## src/sv/psa_pkg.sv

```systemverilog
// Shared types, constants and status codes for the partitioned storage accounting block
`default_nettype none

package psa_pkg;

    localparam int LVL_W   = 48;
    localparam int KEY_W   = 16;
    localparam int TIME_W  = 32;
    localparam int NET_W   = 53;
    localparam int DELTA_W = 52;
    localparam int MAG_W   = 51;
    localparam int PROD_W  = 82;

    localparam int PARTITIONS_DEF       = 16;
    localparam int TICKS_PER_SECOND_DEF = 1000000;

    localparam logic [LVL_W-1:0] LVL_MAX  = {LVL_W{1'b1}};
    localparam logic [MAG_W-1:0] DMAX_MAG = {1'b1, {(MAG_W-1){1'b0}}};
    localparam logic signed [NET_W-1:0] NET_MAX = {1'b0, {(NET_W-1){1'b1}}};
    localparam logic signed [NET_W-1:0] NET_MIN = {1'b1, {(NET_W-1){1'b0}}};

    localparam logic OP_RATE = 1'b0;
    localparam logic OP_ADD  = 1'b1;

    typedef logic [LVL_W-1:0]          level_t;
    typedef logic signed [DELTA_W-1:0] delta_t;
    typedef logic signed [NET_W-1:0]   net_t;

    typedef enum logic [2:0] {
        ST_APPLIED    = 3'd0,
        ST_CREATED    = 3'd1,
        ST_REJECT_CAP = 3'd2,
        ST_EMPTY_KEY  = 3'd3,
        ST_TABLE_FULL = 3'd4,
        ST_SATURATED  = 3'd5
    } status_t;

    // One classified transaction waiting for the back end
    typedef struct packed {
        logic                     op;
        logic [KEY_W-1:0]         key;
        logic signed [LVL_W-1:0]  value;
        logic [TIME_W-1:0]        step_len;
        net_t                     net_rate;
    } work_item_t;

    typedef struct packed {
        logic                     start;
        logic                     op;
        logic signed [LVL_W-1:0]  value;
        logic [TIME_W-1:0]        step_len;
    } delta_req_t;

    typedef struct packed {
        logic   done;
        delta_t delta;
    } delta_rsp_t;

endpackage

`default_nettype wire

```

## src/sv/psa_front.sv

```systemverilog
// Front end: accepts input transactions, tracks the time step and net rate, queues work
`default_nettype none

module psa_front (
    input  wire logic                         aclk,
    input  wire logic                         aresetn,
    input  wire logic                         s_valid,
    output logic                              s_ready,
    input  wire logic                         in_op,
    input  wire logic [psa_pkg::KEY_W-1:0]    in_key,
    input  wire logic signed [psa_pkg::LVL_W-1:0] in_value,
    input  wire logic                         in_first,
    input  wire logic [psa_pkg::TIME_W-1:0]   in_now,
    output logic                              q_valid,
    input  wire logic                         q_pop,
    output psa_pkg::work_item_t               q_item
);

    import psa_pkg::*;

    logic [TIME_W-1:0] prev_time_reg, step_len_reg;
    net_t              rate_sum_reg;
    work_item_t        queue_reg [2];
    logic              wr_ptr_reg, rd_ptr_reg;
    logic [1:0]        count_reg;

    logic              accept;
    logic              new_step;
    logic [TIME_W-1:0] step_next;
    net_t              base_sum;
    logic signed [NET_W:0] raw_sum;
    net_t              rate_sum_next;
    work_item_t        item_next;

    assign s_ready = (count_reg != 2'd2);
    assign accept  = s_valid && s_ready;
    assign q_valid = (count_reg != 2'd0);
    assign q_item  = queue_reg[rd_ptr_reg];

    // Start of step and saturating net rate
    always_comb begin
        new_step  = (in_op == OP_RATE) && in_first;
        step_next = new_step ? (in_now - prev_time_reg) : step_len_reg;
        base_sum  = new_step ? '0 : rate_sum_reg;
        raw_sum   = (NET_W+1)'(base_sum) + (NET_W+1)'(in_value);
        priority if (in_op != OP_RATE) begin
            rate_sum_next = rate_sum_reg;
        end else if (raw_sum > (NET_W+1)'(NET_MAX)) begin
            rate_sum_next = NET_MAX;
        end else if (raw_sum < (NET_W+1)'(NET_MIN)) begin
            rate_sum_next = NET_MIN;
        end else begin
            rate_sum_next = raw_sum[NET_W-1:0];
        end
        item_next.op       = in_op;
        item_next.key      = in_key;
        item_next.value    = in_value;
        item_next.step_len = step_next;
        item_next.net_rate = rate_sum_next;
    end

    // Step tracking and queue pointers
    always_ff @(posedge aclk) begin
        if (!aresetn) begin
            prev_time_reg <= '0;
            step_len_reg  <= '0;
            rate_sum_reg  <= '0;
            wr_ptr_reg    <= 1'b0;
            rd_ptr_reg    <= 1'b0;
            count_reg     <= 2'd0;
        end else begin
            if (accept) begin
                if (new_step) begin
                    prev_time_reg <= in_now;
                end
                step_len_reg <= step_next;
                rate_sum_reg <= rate_sum_next;
                wr_ptr_reg   <= ~wr_ptr_reg;
            end
            if (q_pop) begin
                rd_ptr_reg <= ~rd_ptr_reg;
            end
            count_reg <= count_reg + {1'b0, accept} - {1'b0, q_pop};
        end
    end

    // Queue storage
    always_ff @(posedge aclk) begin
        if (accept) begin
            queue_reg[wr_ptr_reg] <= item_next;
        end
    end

endmodule

`default_nettype wire

```

## config.mk

```make
export PLATFORM = sky130hd
export DESIGN_NAME = psa_front
export DESIGN_NICKNAME = d
export VERILOG_FILES = /design/src/sv/psa_pkg.sv /design/src/sv/psa_front.sv
export SDC_FILE = /design/constraint.sdc
export NUM_CORES = 1
export LEC_CHECK = 0
export ABC_AREA = 1
export BUFFER_PORTS_ARGS = -buffer_cell sky130_fd_sc_hd__buf_2
export CORE_AREA = 2 2 206 208
export CTS_BUF_LIST = sky130_fd_sc_hd__clkbuf_8
export DETAILED_ROUTE_END_ITERATION = 10
export DIE_AREA = 0 0 208 210
export GPL_TIMING_DRIVEN = 0
export PLACE_DENSITY = 0.76
export SLEW_MARGIN = 20
export SYNTH_ARGS = -nofsm -noshare
export SYNTH_HDL_FRONTEND = slang
export SYNTH_SLANG_ARGS = --single-unit
export TNS_END_PERCENT = 20
```

## constraint.sdc

```tcl
create_clock -name aclk -period 8.2 [get_ports aclk]
set_clock_uncertainty 0.1 [all_clocks]
set_input_delay 1.64 -clock aclk [delete_from_list [all_inputs] [get_ports aclk]]
set_output_delay 1.64 -clock aclk [all_outputs]
set_load 0.02 [all_outputs]
```

==> flow_summary.toml, run 1 <==
[layout]
fin_area_um2 = 26250
mostFrequentLayoutCells = "635 x nand2_1, 383 x inv_1, 300 x edfxtp_1, 253 x buf_2, 217 x nor2_1"
n_antenna_cell = 0
areaGrowthSynthToFinish_pct = 16.15
instances_no_fill = 3483
nets = 3076
final_util = 0.6329
layout_commonest_cell = "nand2_1"
drive_gt1_frac = 0.1841
largest_register_ffs = 300

[logic_synthesis]
synth.avg_cell_area_um2 = 8.873
synthSimpleGateAreaFrac = 0.1715
synthFlopType = "edfxtp_1"
ys_ff_latch = 422
synth-xor-area-share = 0.02132
yosysSeqAreaShare = 0.5067
synth-async-reset-ratio = 0
synthCells = 2547
synth_top_family_by_area = "simple AND/OR/NAND/NOR gates"
synth_edf_count = 300
ys_warn_count = 0
mappedNetlistNets = 2737
synth_compound_area_frac = 0.09860
synth_adder_area_share = 0.04939
synth.area.mux_share = 0.07474
syn-cell-area_um2 = 22600
ys_types = 41

[clock_network]
cts_tree = "done"
cts_setup_buffers = 0
worstSkewPairLatency_ns = 0.64
clock-root-buffer = "clkbuf_8"
h-tree-depth = 3
cts.sinks = 422
hold_buffers = 0
clk_transition_reported_paths_ns = 0.06
cts_made_buffers = 72
ctsLongestPathBuffers = 3
postCtsResizedCells = 0

[place]
dp_hpwl_mm = 48.94
place_congestion = 0.9421
preCtsSetupSlack_ns = 1.740
placed_area_um2 = 24800
io_buffers = 253
dpl.cell_count = 3351

[worst_setup_path]
r2r_slack_ns = 4.68
start_kind = "input port"
timing.rr.start = "rate_sum_reg[0]"
crit_start = "in_op"
cp_slowest_cell = "nor2_1"
critPathKind = "in2reg"
crit_path_frequent_cell = "nand2_1"
crit_fanout = 10
reg2reg_depth = 17
cp-end-kind = "register"
cp.required_ns = 8.47
critical_path.endpoint = "queue_reg[0][0]"
crit_arrival_ns = 6.17
path_cells = "buf_2, nor2_1, clkbuf_1, clkbuf_1, nor2_1, ha_1, nand2_1, nor2_1, nand2_1, nor3_2, nand2_1, nand3_1, nand2_2, a21oi_4, buf_6, nand2_1, nand2_1, inv_1"
slowest_delay_ns = 0.76
r2r-end = "queue_reg[0][0]"

[global_routing]
grt_antenna_before_repair = 1
grt_usage = 0.2845
grt_pass1_wl_mm = 97.18
grt_pass1_vias = 18669
globalRoute.totalOverflow = 0
grt_max_degree = 27

[floorplan]
initial_core_util = 0.5449
die_w_um = 208
core_area_um2 = 41480
dieHeight_um = 210
ioPinCount = 254
rows = 75
die_area_um2 = 43680

[sta]
relSlewSlack = 0.2361
setup_slack_ns = 2.300
hold_violations = 0
finalCriticalPeriod_ns = 5.900
grt_setup_unrepaired = "false"
hold_ws_ns = 0.3556
max_freq_ghz = 0.1695
slew_violations = 0
timing.final.crit_share = 0.7195
finalSetupViolCount = 0
worstMarginPinSlew_ns = 1.146

[pwr]
ir_worst_vdd_mv = 0.1571
leakagePower_nw = 11.86
power_density_nw_per_um2 = 240.4

[detailed_routing]
drt_iter0_drc = 1274
routed_wl_mm = 62.73
num_vias = 18525
first_pass_iters = 8
routed_via_density = 5.319
detail_route.drc_violations = 0
wl_per_cell_um = 18.01
antenna_left = 0

[outcome]
status = "completed"

[run]
cap_violations = 0

[min_path]
min_path_type = "reg2reg"
-- cell families after synthesis --
group	count (synthesis)
xor+xnor	55
fa+ha+maj	88
buf+inv	448
mux	150
compound gates	410
flops	422
simple gates	974
-- worst min path at each step --
| stage | from | end | slack, ns | cells past startpoint |
|---|---|---|---|---|
| after floorplan | prev_time_reg[10] | prev_time_reg[10] | 0.33 | 2 |
| after global placement | prev_time_reg[17] | prev_time_reg[17] | 0.34 | 2 |
| after detailed placement | prev_time_reg[24] | prev_time_reg[24] | 0.35 | 2 |
| after CTS | prev_time_reg[24] | prev_time_reg[24] | 0.36 | 2 |
| after global routing | prev_time_reg[16] | prev_time_reg[16] | 0.38 | 2 |
| final | prev_time_reg[26] | prev_time_reg[26] | 0.36 | 2 |
-- layout make-up --
cell class / instances / area, um2
plain buffers: 81 / 380.4
multi-input cells: 1677 / 9407
flip-flops and latches: 422 / 11450
clock buffers: 79 / 1087
inverters: 367 / 1378
fillers: 3543 / 15230
clock inverters: 53 / 357.8
repair buffers: 265 / 1514
well taps: 539 / 674.4
-- cells in the mapped netlist, types with 5 or more instances --
cell | n | share of area
a21o_1 | 6 | 0.0020
a21oi_1 | 187 | 0.041
a31oi_1 | 17 | 0.0047
buf_1 | 7 | 0.0012
buf_6 | 10 | 0.0050
clkbuf_1 | 64 | 0.011
dfxtp_1 | 122 | 0.11
edfxtp_1 | 300 | 0.40
ha_1 | 86 | 0.048
inv_1 | 363 | 0.060
mux2_2 | 150 | 0.075
nand2_1 | 635 | 0.11
nand2_2 | 5 | 0.0014
nand3_1 | 67 | 0.015
nand4_1 | 15 | 0.0042
nor2_1 | 219 | 0.036
nor3_1 | 16 | 0.0035
o211ai_1 | 15 | 0.0050
o21ai_0 | 149 | 0.033
o21bai_1 | 24 | 0.0080
xnor2_1 | 15 | 0.0058
xor2_1 | 40 | 0.016
-- where the power goes --
part / switching [mW] / total, mW / internal [mW] / leakage [nW]
combinational: 1.17 / 1.76 / 0.596 / 7.23
clock: 0.847 / 1.89 / 1.05 / 0.812
sequential: 0.0688 / 2.65 / 2.58 / 3.82
total: 2.08 / 6.31 / 4.23 / 11.9
-- layer usage --
layer  track usage  wire length (um)
met1        0.3585             26740
met2        0.4920             30540
met3       0.04261              3328
met4        0.1176              2118
met5             0                 0
-- critical path: cells and delay by family --
family / cells / cell delay (ns)
AOI/OAI and AO/OA: 1 / 0.47
adders and majority gates: 1 / 0.40
buffers and inverters: 5 / 1.51
and+or+nand+nor: 11 / 2.13
-- stage by stage --
stage	power [mW]	TNS, ns
after floorplan	3.898	-95.93
after global placement	4.411	-736.55
after detailed placement	4.445	0
after CTS	6.342	0
after global routing	6.641	0
final	6.309	0
Power figures use the tool's default switching activity.
==> run 2, diff against run 1 <==
==> constraint.sdc (replaced) <==
create_clock -name aclk -period 4.75 [get_ports aclk]
set_clock_uncertainty 0.1 [all_clocks]
set_input_delay 0.95 -clock aclk [delete_from_list [all_inputs] [get_ports aclk]]
set_output_delay 0.95 -clock aclk [all_outputs]
set_load 0.02 [all_outputs]
==> run 2 against run 1 <==
- design area shrank 0.22%
- critical path depth shrank 13
- flip-flop and latch count is the same
- clock power grew 66%
- hold slack lost 0.0023 ns
- die area is the same
- cell count is essentially flat
- total power grew 70%
- setup slack lost 2.2 ns
- sequential share of layout area grew 0.096 points
- wire length shrank 2.1%
- largest power group unchanged
==> flow_summary.toml, run 2 (synthesized netlist as in run 1, its figures left out) <==
[outcome]
status = "completed"

[layout]
n_antenna_cell = 0
largest_register_ffs = 300
drive_gt1_frac = 0.1842
mostFrequentLayoutCells = "635 x nand2_1, 389 x inv_1, 300 x edfxtp_1, 253 x buf_2, 216 x nor2_1"
nets = 3075
multiInputGateArea_um2 = 9414
final_util = 0.6315
layout_commonest_cell = "nand2_1"
areaGrowthSynthToFinish_pct = 15.90
seq_area_um2 = 11450
instances_no_fill = 3482
nFillCells = 3526

[worst_setup_path]
cp.required_ns = 3.70
crit_path_frequent_cell = "clkbuf_1"
crit_family = "buffers and inverters"
slowest_delay_ns = 0.90
critPathKind = "reg2out"
r2r_slack_ns = 1.28
crit_arrival_ns = 3.64
cp_slowest_cell = "buf_1"
start_kind = "register"
path_cells = "clkbuf_1, buf_1, clkbuf_1, mux2_2, buf_2"
cp_num_buf_inv = 4
crit_fanout = 10
cp-end-kind = "output pin"

[place]
io_buffers = 253
place_congestion = 0.9444
dp_hpwl_mm = 47.70
dpl.cell_count = 3351

[global_routing]
grt_usage = 0.2780
grt_pass1_wl_mm = 95.16
globalRoute.totalOverflow = 0
grt_max_degree = 28
grt_pass1_vias = 18470
grt_antenna_before_repair = 0

[floorplan]
core_area_um2 = 41480
rows = 75
die_w_um = 208
initial_core_util = 0.5449
ioPinCount = 254
die_area_um2 = 43680
dieHeight_um = 210

[detailed_routing]
wl_per_cell_um = 17.63
num_vias = 18404
first_pass_iters = 6
antenna_left = 0
routed_wl_mm = 61.40
detail_route.drc_violations = 0
routed_via_density = 5.285
drt_iter0_drc = 1157

[sta]
fin_tns_setup_ns = 0
max_freq_ghz = 0.2130
worstMarginPinSlew_ns = 1.260
grt_setup_unrepaired = "true"
slew_violations = 0
timing.final.crit_share = 0.9883
finalCriticalPeriod_ns = 4.695
relSlewSlack = 0.1601
finalSetupViolCount = 0
hold_violations = 0

[clock_network]
ctsLongestPathBuffers = 3
cts.sinks = 422
h-tree-depth = 3
cts_setup_buffers = 0
clk_transition_reported_paths_ns = 0.07
clock-root-buffer = "clkbuf_8"
cts_made_buffers = 71
cts_tree = "done"
worstSkewPairLatency_ns = 0.66

[run]
cap_violations = 0

[pwr]
ir_worst_vdd_mv = 0.2189
leakagePower_nw = 11.85
power_density_nw_per_um2 = 410.4

[min_path]
min_path_type = "reg2reg"
run 2: cell count changes in the layout (fill, tap and decap cells not counted), moves of 2 or more:
cell	before	now
bufinv_16	5	3
clkinv_1	18	13
inv_1	383	389
clkbuf_1	63	61
run 2: path summary, 6_finish.rpt:
path	start	end	depth (start not counted)
worst max-delay path	register	q_item[66]	5
worst min-delay path	prev_time_reg[17]	prev_time_reg[17]	2
worst max register to register	rate_sum_reg[0]	queue_reg[1][1]	17
worst min register to register	prev_time_reg[17]	prev_time_reg[17]	2
run 2: worst reg2reg max path, stage by stage, from the launching register on:
cell and delay, ns:
dfxtp_1 0.34, inv_1 0.08, nor2_1 0.11, ha_1 0.18
inv_1 0.07, fa_1 0.40, nand3b_1 0.18, nand2_1 0.18
nand4_1 0.15, nand3_2 0.20, nand2_1 0.12, nand3_1 0.11
nand2_2 0.08, a21oi_4 0.45, buf_6 0.22, nand2_1 0.06
nand2_1 0.13, inv_1 0.08
run 2: area by class of cell:
class	instances	share of cell area
multi-input cells	1677	0.3594
inverters	367	0.05260
well taps	539	0.02575
clock buffers	78	0.04099
plain buffers	81	0.01457
flip-flops and latches	422	0.4372
clock inverters	53	0.01166
repair buffers	265	0.05780
run 2: stage by stage:
stage / cell area [um2] / setup slack [ns] / hold slack, ns / power [mW]
2_1_floorplan: 22600 / -0.8734 / 0.3331 / 6.711
3_5_place_dp: 24800 / -1.017 / 0.3514 / 7.661
4_1_cts: 26190 / 0.03004 / 0.3496 / 10.81
6_report: 26190 / 0.05545 / 0.3533 / 10.75
3_3_place_gp: 24540 / -3.184 / 0.3408 / 7.570
5_1_grt: 26190 / -0.001303 / 0.3685 / 11.31
run 2: routing by layer:
metal	wire length (um)	track usage
met4	2160	0.1220
met5	0	0
met1	25870	0.3428
met2	30160	0.4837
met3	3208	0.04514
run 2: power by group:
part | switching (mW) | internal [mW] | total, mW
Combinational | 2.00 | 1.03 | 3.03
Clock | 1.46 | 1.68 | 3.14
Sequential | 0.117 | 4.46 | 4.58
run 2: repair_timing:
action                                  CTS  global route
cloned                                    0             0
pin swaps                                 0             0
gates resized for setup                   2             4
hold buffers                              0             0
endpoints found under the setup margin  156           118
